### config.mk
export PLATFORM = sky130hd
export DESIGN_NAME = page_grouped_chunk_fault_resolver_core
export DESIGN_NICKNAME = d
export VERILOG_FILES = /design/src/sv/pgcfr_pkg.sv /design/src/sv/pgcfr_start_ram.sv /design/src/sv/page_grouped_chunk_fault_resolver_core.sv
export SDC_FILE = /design/constraint.sdc
export NUM_CORES = 2
export LEC_CHECK = 0
export BUFFER_PORTS_ARGS = -buffer_cell sky130_fd_sc_hd__buf_2
export CORE_ASPECT_RATIO = 0.8
export CORE_MARGIN = 1
export CORE_UTILIZATION = 50
export CTS_BUF_LIST = sky130_fd_sc_hd__clkbuf_16
export CTS_CLUSTER_SIZE = 25
export DETAILED_ROUTE_END_ITERATION = 10
export HOLD_SLACK_MARGIN = 0.05
export PLACE_DENSITY = 0.74
export SLEW_MARGIN = 5
export SYNTH_ARGS = -nofsm -noshare
export SYNTH_HDL_FRONTEND = slang
export SYNTH_SLANG_ARGS = --single-unit
### constraint.sdc
create_clock -name clock -period 12.1 [get_ports clock]
set_input_delay 1.21 -clock clock [delete_from_list [all_inputs] [get_ports clock]]
set_output_delay 1.21 -clock clock [all_outputs]
set_load 0.01 [all_outputs]
### src/sv/pgcfr_pkg.sv
// Package for the chunk fault resolver: sizes, operation and result codes.
// No dependencies.
package pgcfr_pkg;
   localparam int ChunkDepth = 32;
   localparam int OffsetBits = 32;
   localparam int IdxBits = 5;   // chunk index
   localparam int CntBits = 6;   // holds ChunkDepth
   localparam int LenBits = 33;

   typedef enum logic [1:0] {
      OP_APPEND = 2'd0,
      OP_FAULT  = 2'd1,
      OP_CLEAR  = 2'd2,
      OP_NONE   = 2'd3
   } op_type;

   typedef enum logic [2:0] {
      RK_INIT       = 3'd0,
      RK_COPY       = 3'd1,
      RK_APPEND_OK  = 3'd2,
      RK_APPEND_REJ = 3'd3,
      RK_FAULT_REJ  = 3'd4
   } kind_type;

   typedef struct packed {
      kind_type                kind;
      logic [IdxBits-1:0]      num;
      logic [OffsetBits-1:0]   off;
      logic [LenBits-1:0]      len;
      logic                    last;
   } result_type;

   // memory port to the start table
   typedef struct packed {
      logic                    we;
      logic [CntBits-1:0]      waddr;
      logic [OffsetBits-1:0]   wdata;
      logic [CntBits-1:0]      raddr;
   } mem_req_type;
endpackage

### src/sv/pgcfr_start_ram.sv
// Start-offset table: one write port, one registered read port.
// Depends on pgcfr_pkg.
module pgcfr_start_ram
   import pgcfr_pkg::*;
(
   input  logic                  clock,
   input  mem_req_type           mem_req,
   output logic [OffsetBits-1:0] rd_data
);
   logic [OffsetBits-1:0] mem [ChunkDepth+1];
   logic [OffsetBits-1:0] rd_data_ff;

   always_ff @(posedge clock) begin
      if (mem_req.we) begin
         mem[mem_req.waddr] <= mem_req.wdata;
      end
      rd_data_ff <= mem[mem_req.raddr];
   end
   assign rd_data = rd_data_ff;
endmodule

### src/sv/page_grouped_chunk_fault_resolver_core.sv
// Chunk fault resolver core. One item is worked at a time. An append is accepted,
// writing the start entry, then writes the new end entry in S_APP. A clear is done
// when it is accepted. A fault is accepted, then runs binary-search steps (up to 5
// with 32 chunks) and a closing check in S_SRCH. Widening the range reads chunk
// starts downward and chunk ends upward. Each chunk in the range then reads its
// start and end entries and emits an init request if it is not yet resolved,
// and the copy range closes the item. All table reads go through the registered-read
// start-offset RAM. A result waits in the output register while rsp_tready is
// low; the sequencer then stalls when it has the next result ready, and takes no new item.
// Depends on pgcfr_pkg and pgcfr_start_ram.
module page_grouped_chunk_fault_resolver_core
   import pgcfr_pkg::*;
(
   input  logic        clock,
   input  logic        reset,
   input  logic        csr_we,
   input  logic [4:0]  csr_wdata,       // page_shift
   input  logic        req_tvalid,
   output logic        req_tready,
   input  logic [1:0]  req_tuser,       // operation[1:0]
   input  logic [63:0] req_tdata,       // append size[31:0], fault offset[63:32]
   output logic        rsp_tvalid,
   input  logic        rsp_tready,
   output logic [2:0]  rsp_tuser,       // result_kind[2:0]
   output logic [71:0] rsp_tdata,       // chunk_number[4:0], byte_offset[36:5],
                                        // byte_length[69:37], zero[71:70]
   output logic        rsp_tlast
);
   typedef enum logic [3:0] {
      S_IDLE, S_APP, S_SRCH, S_SRCHW, S_LO0, S_LOW, S_HI0, S_HIW,
      S_EM0, S_EMW, S_EMW2, S_COPY, S_PUSH
   } state_type;

   state_type               state_ff, state_in;
   logic [4:0]              shift_ff;
   logic [CntBits-1:0]      count_ff, count_in;
   logic [OffsetBits-1:0]   total_ff, total_in;
   logic [ChunkDepth-1:0]   marks_ff, marks_in;
   logic [OffsetBits-1:0]   foff_ff, foff_in;
   logic [CntBits-1:0]      lo_ff, lo_in, hi_ff, hi_in, idx_ff, idx_in;
   logic [OffsetBits:0]     plo_ff, plo_in, phi_ff, phi_in;
   logic [OffsetBits-1:0]   cur_ff, cur_in;
   result_type              res_ff, res_in, pend_ff, pend_in;
   logic                    rvalid_ff, rvalid_in;
   mem_req_type             mem_req;
   logic [OffsetBits-1:0]   rd;
   logic [4:0]              sh_eff;
   logic [OffsetBits:0]     page_lo;
   logic [OffsetBits:0]     sum_w;
   logic [CntBits-1:0]      mid;
   logic                    app_ok;
   logic                    busy_out;

   pgcfr_start_ram u_ram (.clock(clock), .mem_req(mem_req), .rd_data(rd));

   // effective page shift saturates to 9..16
   always_comb begin
      if (shift_ff < 5'd9) sh_eff = 5'd9;
      else if (shift_ff > 5'd16) sh_eff = 5'd16;
      else sh_eff = shift_ff;
   end
   // offset-within-page bits
   assign page_lo = ((OffsetBits+1)'(1) << sh_eff) - (OffsetBits+1)'(1);

   assign sum_w  = {1'b0, total_ff} + {1'b0, req_tdata[31:0]};
   assign app_ok = (req_tdata[31:0] != '0) && !sum_w[OffsetBits]
                   && (count_ff < CntBits'(ChunkDepth));
   // hi stays below 32, so the sum fits the count width
   assign mid = (lo_ff + hi_ff + CntBits'(1)) >> 1;

   assign busy_out   = rvalid_ff && !rsp_tready;
   assign req_tready = (state_ff == S_IDLE) && !busy_out;

   always_comb begin
      state_in  = state_ff;
      count_in  = count_ff;
      total_in  = total_ff;
      marks_in  = marks_ff;
      foff_in   = foff_ff;
      lo_in     = lo_ff;
      hi_in     = hi_ff;
      idx_in    = idx_ff;
      plo_in    = plo_ff;
      phi_in    = phi_ff;
      cur_in    = cur_ff;
      res_in    = res_ff;
      pend_in   = pend_ff;
      rvalid_in = rvalid_ff;
      mem_req   = '0;
      if (rvalid_ff && rsp_tready) rvalid_in = 1'b0;
      case (state_ff)
         S_IDLE: begin
            if (req_tvalid && req_tready) begin
               foff_in = req_tdata[63:32];
               case (op_type'(req_tuser))
                  OP_APPEND: begin
                     rvalid_in = 1'b1;
                     if (app_ok) begin
                        res_in = '{RK_APPEND_OK, count_ff[IdxBits-1:0], total_ff,
                                   {1'b0, req_tdata[31:0]}, 1'b1};
                        marks_in[count_ff[IdxBits-1:0]] = 1'b0;
                        count_in = count_ff + CntBits'(1);
                        total_in = sum_w[OffsetBits-1:0];
                        mem_req.we    = 1'b1;
                        mem_req.waddr = count_ff;
                        mem_req.wdata = total_ff;
                        state_in = S_APP;
                     end else begin
                        res_in = '{RK_APPEND_REJ, '0, '0, '0, 1'b1};
                     end
                  end
                  OP_CLEAR: begin
                     count_in = '0;
                     total_in = '0;
                     marks_in = '0;
                  end
                  OP_FAULT: begin
                     if (count_ff == '0) begin
                        rvalid_in = 1'b1;
                        res_in = '{RK_FAULT_REJ, '0, '0, '0, 1'b1};
                     end else begin
                        lo_in = '0;
                        hi_in = count_ff - CntBits'(1);
                        state_in = S_SRCH;
                     end
                  end
                  default: ;
               endcase
            end
         end
         S_APP: begin
            // count and total already bumped: this writes the new end entry
            mem_req.we    = 1'b1;
            mem_req.waddr = count_ff;
            mem_req.wdata = total_ff;
            state_in = S_IDLE;
         end
         S_SRCH: begin
            if (lo_ff == hi_ff) begin
               state_in = S_LO0;
            end else begin
               mem_req.raddr = mid;
               idx_in = mid;
               state_in = S_SRCHW;
            end
         end
         S_SRCHW: begin
            if (rd <= foff_ff) lo_in = idx_ff;
            else hi_in = idx_ff - CntBits'(1);
            state_in = S_SRCH;
         end
         S_LO0: begin
            mem_req.raddr = lo_ff;
            state_in = S_LOW;
         end
         S_LOW: begin
            // walk down while the chunk start is off a page boundary
            if (lo_ff != '0 && ({1'b0, rd} & page_lo) != '0) begin
               lo_in = lo_ff - CntBits'(1);
               state_in = S_LO0;
            end else begin
               plo_in = {1'b0, rd} & ~page_lo;
               state_in = S_HI0;
            end
         end
         S_HI0: begin
            mem_req.raddr = hi_ff + CntBits'(1);
            state_in = S_HIW;
         end
         S_HIW: begin
            if (hi_ff + CntBits'(1) < count_ff && ({1'b0, rd} & page_lo) != '0) begin
               hi_in = hi_ff + CntBits'(1);
               state_in = S_HI0;
            end else begin
               phi_in = ({1'b0, rd} + page_lo) & ~page_lo;
               idx_in = lo_ff;
               state_in = S_EM0;
            end
         end
         S_EM0: begin
            mem_req.raddr = idx_ff;
            state_in = S_EMW;
         end
         S_EMW: begin
            mem_req.raddr = idx_ff + CntBits'(1);
            cur_in = rd;
            state_in = S_EMW2;
         end
         S_EMW2: begin
            if (!marks_ff[idx_ff[IdxBits-1:0]]) begin
               marks_in[idx_ff[IdxBits-1:0]] = 1'b1;
               pend_in = '{RK_INIT, idx_ff[IdxBits-1:0], cur_ff,
                           {1'b0, rd - cur_ff}, 1'b0};
               state_in = S_PUSH;
            end else begin
               state_in = S_COPY;
            end
         end
         S_PUSH: begin
            if (!busy_out) begin
               rvalid_in = 1'b1;
               res_in = pend_ff;
               state_in = S_COPY;
            end
         end
         S_COPY: begin
            if (idx_ff != hi_ff) begin
               idx_in = idx_ff + CntBits'(1);
               state_in = S_EM0;
            end else if (!busy_out) begin
               rvalid_in = 1'b1;
               res_in = '{RK_COPY, '0, plo_ff[OffsetBits-1:0], phi_ff - plo_ff, 1'b1};
               state_in = S_IDLE;
            end
         end
         default: state_in = S_IDLE;
      endcase
   end

   always_ff @(posedge clock) begin
      if (reset) begin
         state_ff  <= S_IDLE;
         shift_ff  <= 5'd12;
         count_ff  <= '0;
         total_ff  <= '0;
         marks_ff  <= '0;
         rvalid_ff <= 1'b0;
      end else begin
         if (csr_we) shift_ff <= csr_wdata;
         state_ff  <= state_in;
         count_ff  <= count_in;
         total_ff  <= total_in;
         marks_ff  <= marks_in;
         rvalid_ff <= rvalid_in;
      end
   end

   always_ff @(posedge clock) begin
      foff_ff <= foff_in;
      lo_ff   <= lo_in;
      hi_ff   <= hi_in;
      idx_ff  <= idx_in;
      plo_ff  <= plo_in;
      phi_ff  <= phi_in;
      cur_ff  <= cur_in;
      res_ff  <= res_in;
      pend_ff <= pend_in;
   end

   assign rsp_tvalid = rvalid_ff;
   assign rsp_tuser  = res_ff.kind;
   assign rsp_tlast  = res_ff.last;
   assign rsp_tdata  = {2'b00, res_ff.len, res_ff.off, res_ff.num};

`ifndef SYNTHESIS
   a_count: assert property (@(posedge clock) disable iff (reset)
      count_ff <= CntBits'(ChunkDepth)) else $error("count overflow");
   a_idle_ready: assert property (@(posedge clock) disable iff (reset)
      req_tready |-> state_ff == S_IDLE) else $error("ready outside idle");
   a_hold: assert property (@(posedge clock) disable iff (reset)
      rsp_tvalid && !rsp_tready |=> rsp_tvalid) else $error("result dropped");
   a_stable: assert property (@(posedge clock) disable iff (reset)
      rsp_tvalid && !rsp_tready |=> $stable(rsp_tdata) && $stable(rsp_tuser)
      && $stable(rsp_tlast)) else $error("result changed while waiting");
`endif
endmodule

==> summary.md <==
| Metric | Value |
|---|---|
| Clk pwr share | 39.9% |
| Die ar. | 0.131 mm² |
| Pre-antenna DRT Iters | 9 |
| Startpoint types | input pin |
| Fmax | 0.154 GHz |
| Register bit total from synthesis | 1458 |
| DP Worst Slack | 4.90 ns |
| Vias in the first global route | 40200 |
| P_leak | 26.8 nW |
| Switching Share | 23.7% |
| Setup Skew | 0.0306 ns |
| 1st-iter DRT viols | 6715 |
| Worst IR Drop VDD | 0.169 mV |
| DRT Wirelength | 185 mm |
| Metal2 WL | 79.0 mm |
| Top post-synthesis cells by area | edfxtp_1, ha_1, nand2_1 |
| Setup TNS | 0 ns |
| Unrepaired setup endpoints after global routing | no |
| Post-synth EDFFs | 1346 |
| Switch Pwr | 0.00255 W |
| Largest family of logic cells by synthesized area | compound AO/OA/AOI/OAI gates |
| Port Buffer Count | 151 |
| WS Path Type | in -> reg |
| Htree depth | 4 |
| DR WL/cell | 26.4 µm |
| Post-synthesis mux area share | 1.00% |
| Global-route wire length before repair | 268 mm |
| Syn Inst Count | 5045 |
| Synth area leader | edfxtp_1 |
| Worst Path Required | 12.48 ns |
| TritonCTS Buffers | 140 |
| Top FF cell, synth | edfxtp_1 |
| CP Capture Type | register |
| Vias per cell | 6.27 |
| Placed Area | 0.0677 mm² |
| HP Class | reg -> reg |
| Clk root buf | clkbuf_16 |
| Num rows | 117 |
| Largest net degree at the start of global routing | 174 |
| Routed vias | 43900 |
| Cells on worst reg2reg path | 14 |
| Yosys top cell area share | 62.6% |
| Clock latency on the worst-skew pair | 0.79 ns |
| Mapped Area | 0.0646 mm² |
| HPWL after detailed placement | 120 mm |
| Crit path DAT | 6.88 ns |
| Global placement routability congestion | 0.991 |
| Starting Density | 50.6% |
| Synth cell types | 81 |
| Final instance area | 0.0722 mm² |
| Layout cells sized above 1 | 10.8% |
| Syn avg cell area | 12.8 µm² |
| Num Clock Sinks | 1458 |
| Area share of fa/ha/maj cells after synthesis | 4.26% |
| Internal cell power | 0.00822 W |
| Final #Nets | 5454 |
| Fraction of the cycle the final worst path needs | 53.7% |
| Die Height | 323 µm |
| Area growth, synth to finish | 11.8% |
| Fillers | 10200 |
| Fin. Hold Viols | 0 |
| Minimum clock period | 6.50 ns |
| Combinational share of power | 7.7% |
| Worst-path clk slew | 0.07 ns |
| Post-DRT Antenna Nets | 0 |
| Post-CTS Resized | 0 |
| I/O pin total | 154 |
| Core ar. | 0.128 mm² |
| Worst Max-Slew Pin Slew | 1.34 ns |
| Register area share after synthesis | 66.1% |
| Setup Fix Bufs, Post-CTS | 0 |
| Pins Over Slew Limit | 0 |
| Highest routing layer actually used | met4 |
| Total global-route track usage | 27.8% |
| Synth Area in XOR/XNOR | 1.79% |
| Yosys warning count | 0 |
| Compound-gate portion of the synthesized area | 13.4% |
| Status | complete, no violations |
| Reg power frac | 52.4% |
| Worst-case clock buffer depth | 3 |
| Hold-fix buffers at CTS | 0 |
| WHS Path Cells | 0 |
| Asr flop ratio synth | 0% |
| DRC viols | 0 |
| Metal-1 WL | 78.0 mm |
| Die W | 404 µm |
| Worst Path Max Fanout | 33 |
| Area share of and/or/nand/nor cells after synthesis | 10.5% |
| Max-cap violations | 0 |
| Pwr dens | 149 mW/mm² |
| WL met3 | 22.6 mm |
| Hold WS | 0.446 ns |
| Max-slew headroom | 10.8% |
| Final worst-path setup slack | 5.60 ns |
| Final setup viols | 0 |
| Antenna violations before repair | 2 |
| Grt ovf | 0 |
| CTS tree | yes |
[layer usage]
| layer | vias to the layer above | track usage (%) |
|---|---|---|
| met5 | - | 0 |
| met4 | 0 | 8.47 |
| met3 | 284 | 6.91 |
| met2 | 2623 | 39.8 |
| met1 | 21700 | 41.8 |
| li1 | 19400 | - |
[area by class of cell]
cell class	instances	area, µm²	area share (%)
Inverter	206	773	1.07
Clock buffer	145	3630	5.03
Tap cell	1725	2160	2.99
Antenna cell	5	12.5	0.0173
Timing Repair Buffer	226	1420	1.97
Sequential cell	1458	42700	59.1
Clock inverter	114	837	1.16
Multi-Input combinational cell	3129	20700	28.6
[per-stage QoR]
stage	total power (W)	instances	util, %
detailed placement	0.00653	6744	53.0
CTS	0.0108	7003	56.5
global route	0.0110	7003	56.5
floorplan	0.00621	5088	-
finish	0.0108	7008	56.5
global placement	0.00652	6744	53.0
[state kept, by name, summed over array words and instances, names as in the netlist, 5 cells and up]
| signal | cells |
|---|---|
| u_ram.mem | 1056 |
| rsp_tdata | 70 |
| pend_ff | 69 |
| phi_ff | 33 |
| cur_ff | 32 |
| foff_ff | 32 |
| marks_ff | 32 |
| plo_ff | 32 |
| total_ff | 32 |
| u_ram.rd_data | 32 |
| count_ff | 6 |
| hi_ff | 6 |
| idx_ff | 6 |
| lo_ff | 6 |
| shift_ff | 5 |
[worst paths after layout]
| kind | start | endpoint | slack (ns) |
|---|---|---|---|
| worst max-delay path | req_tdata[0] | u_ram.mem[1][16] | 5.60 |
| worst min-delay path | cur_ff[24] | pend_ff[58] | 0.45 |
| worst max register to register | total_ff[0] | u_ram.mem[1][16] | 5.79 |
| worst min register to register | cur_ff[24] | pend_ff[58] | 0.45 |
[critical path: stages]
cell and delay [ns]:
buf_2 0.12, ha_1 0.24, fa_1 0.42, a21o_1 0.20, a21oi_1 0.26, o21ai_0 0.17
nand3_1 0.21, a31oi_1 0.24, a21bo_2 0.32, a2111oi_4 0.58, a21oi_4 0.03, buf_4 0.38
and2b_1 0.50, nand3_1 0.75, nor2_4 1.19
[cells in the final DEF (no fill, tap or decap), types with 76 or more instances in the layout]
cell / n
edfxtp_1: 1346
nand2_1: 662
a31oi_1: 300
a211oi_1: 283
and2_1: 260
inv_1: 241
ha_1: 212
a21oi_1: 164
buf_2: 151
clkbuf_16: 145
o22ai_1: 128
nor2_1: 116
dfxtp_1: 112
o21ai_0: 90
xnor2_1: 88
nand3_1: 76
[cell usage after synthesis, drive strengths merged (5+ instances only)]
master / number
dfxtp: 112
a221o: 11
a222oi: 48
a211oi: 284
nor3: 43
mux4: 10
mux2i: 6
and2: 261
or3: 5
ha: 212
o211ai: 21
a2111oi: 5
nor2b: 69
o221ai: 7
mux2: 32
and3: 23
a22oi: 18
fa: 5
nand4: 17
nand3: 77
o21bai: 13
o21a: 23
a22o: 23
a21oi: 169
or2: 7
nand2: 666
inv: 206
buf: 45
a31oi: 302
xnor2: 88
a221oi: 9
a21o: 62
xor2: 44
nor4: 51
a311oi: 7
o31ai: 10
nand2b: 29
and4: 5
o22ai: 128
nor2: 150
o21ai: 92
clkbuf: 250
edfxtp: 1346
[power groups by stage]
stage	Combinational (W)	Sequential [W]	Clock, W
after floorplan	0.000517	0.00569	0
after global placement	0.000781	0.00574	0
after detailed placement	0.000794	0.00574	0
after CTS	0.000799	0.00563	0.00433
after global routing	0.000897	0.00563	0.00452
final	0.000833	0.00564	0.00430
[cells by family after synthesis]
| group | count (synthesis) |
|---|---|
| flip-flops | 1458 |
| buffers and inverters | 501 |
| AND/OR/NAND/NOR | 1421 |
| XOR/XNOR | 132 |
| other | 2 |
| AO/OA/AOI/OAI | 1266 |
| adder cells (fa/ha/maj) | 217 |
| multiplexers | 48 |
Note: power is estimated with default switching activity, not from simulation.
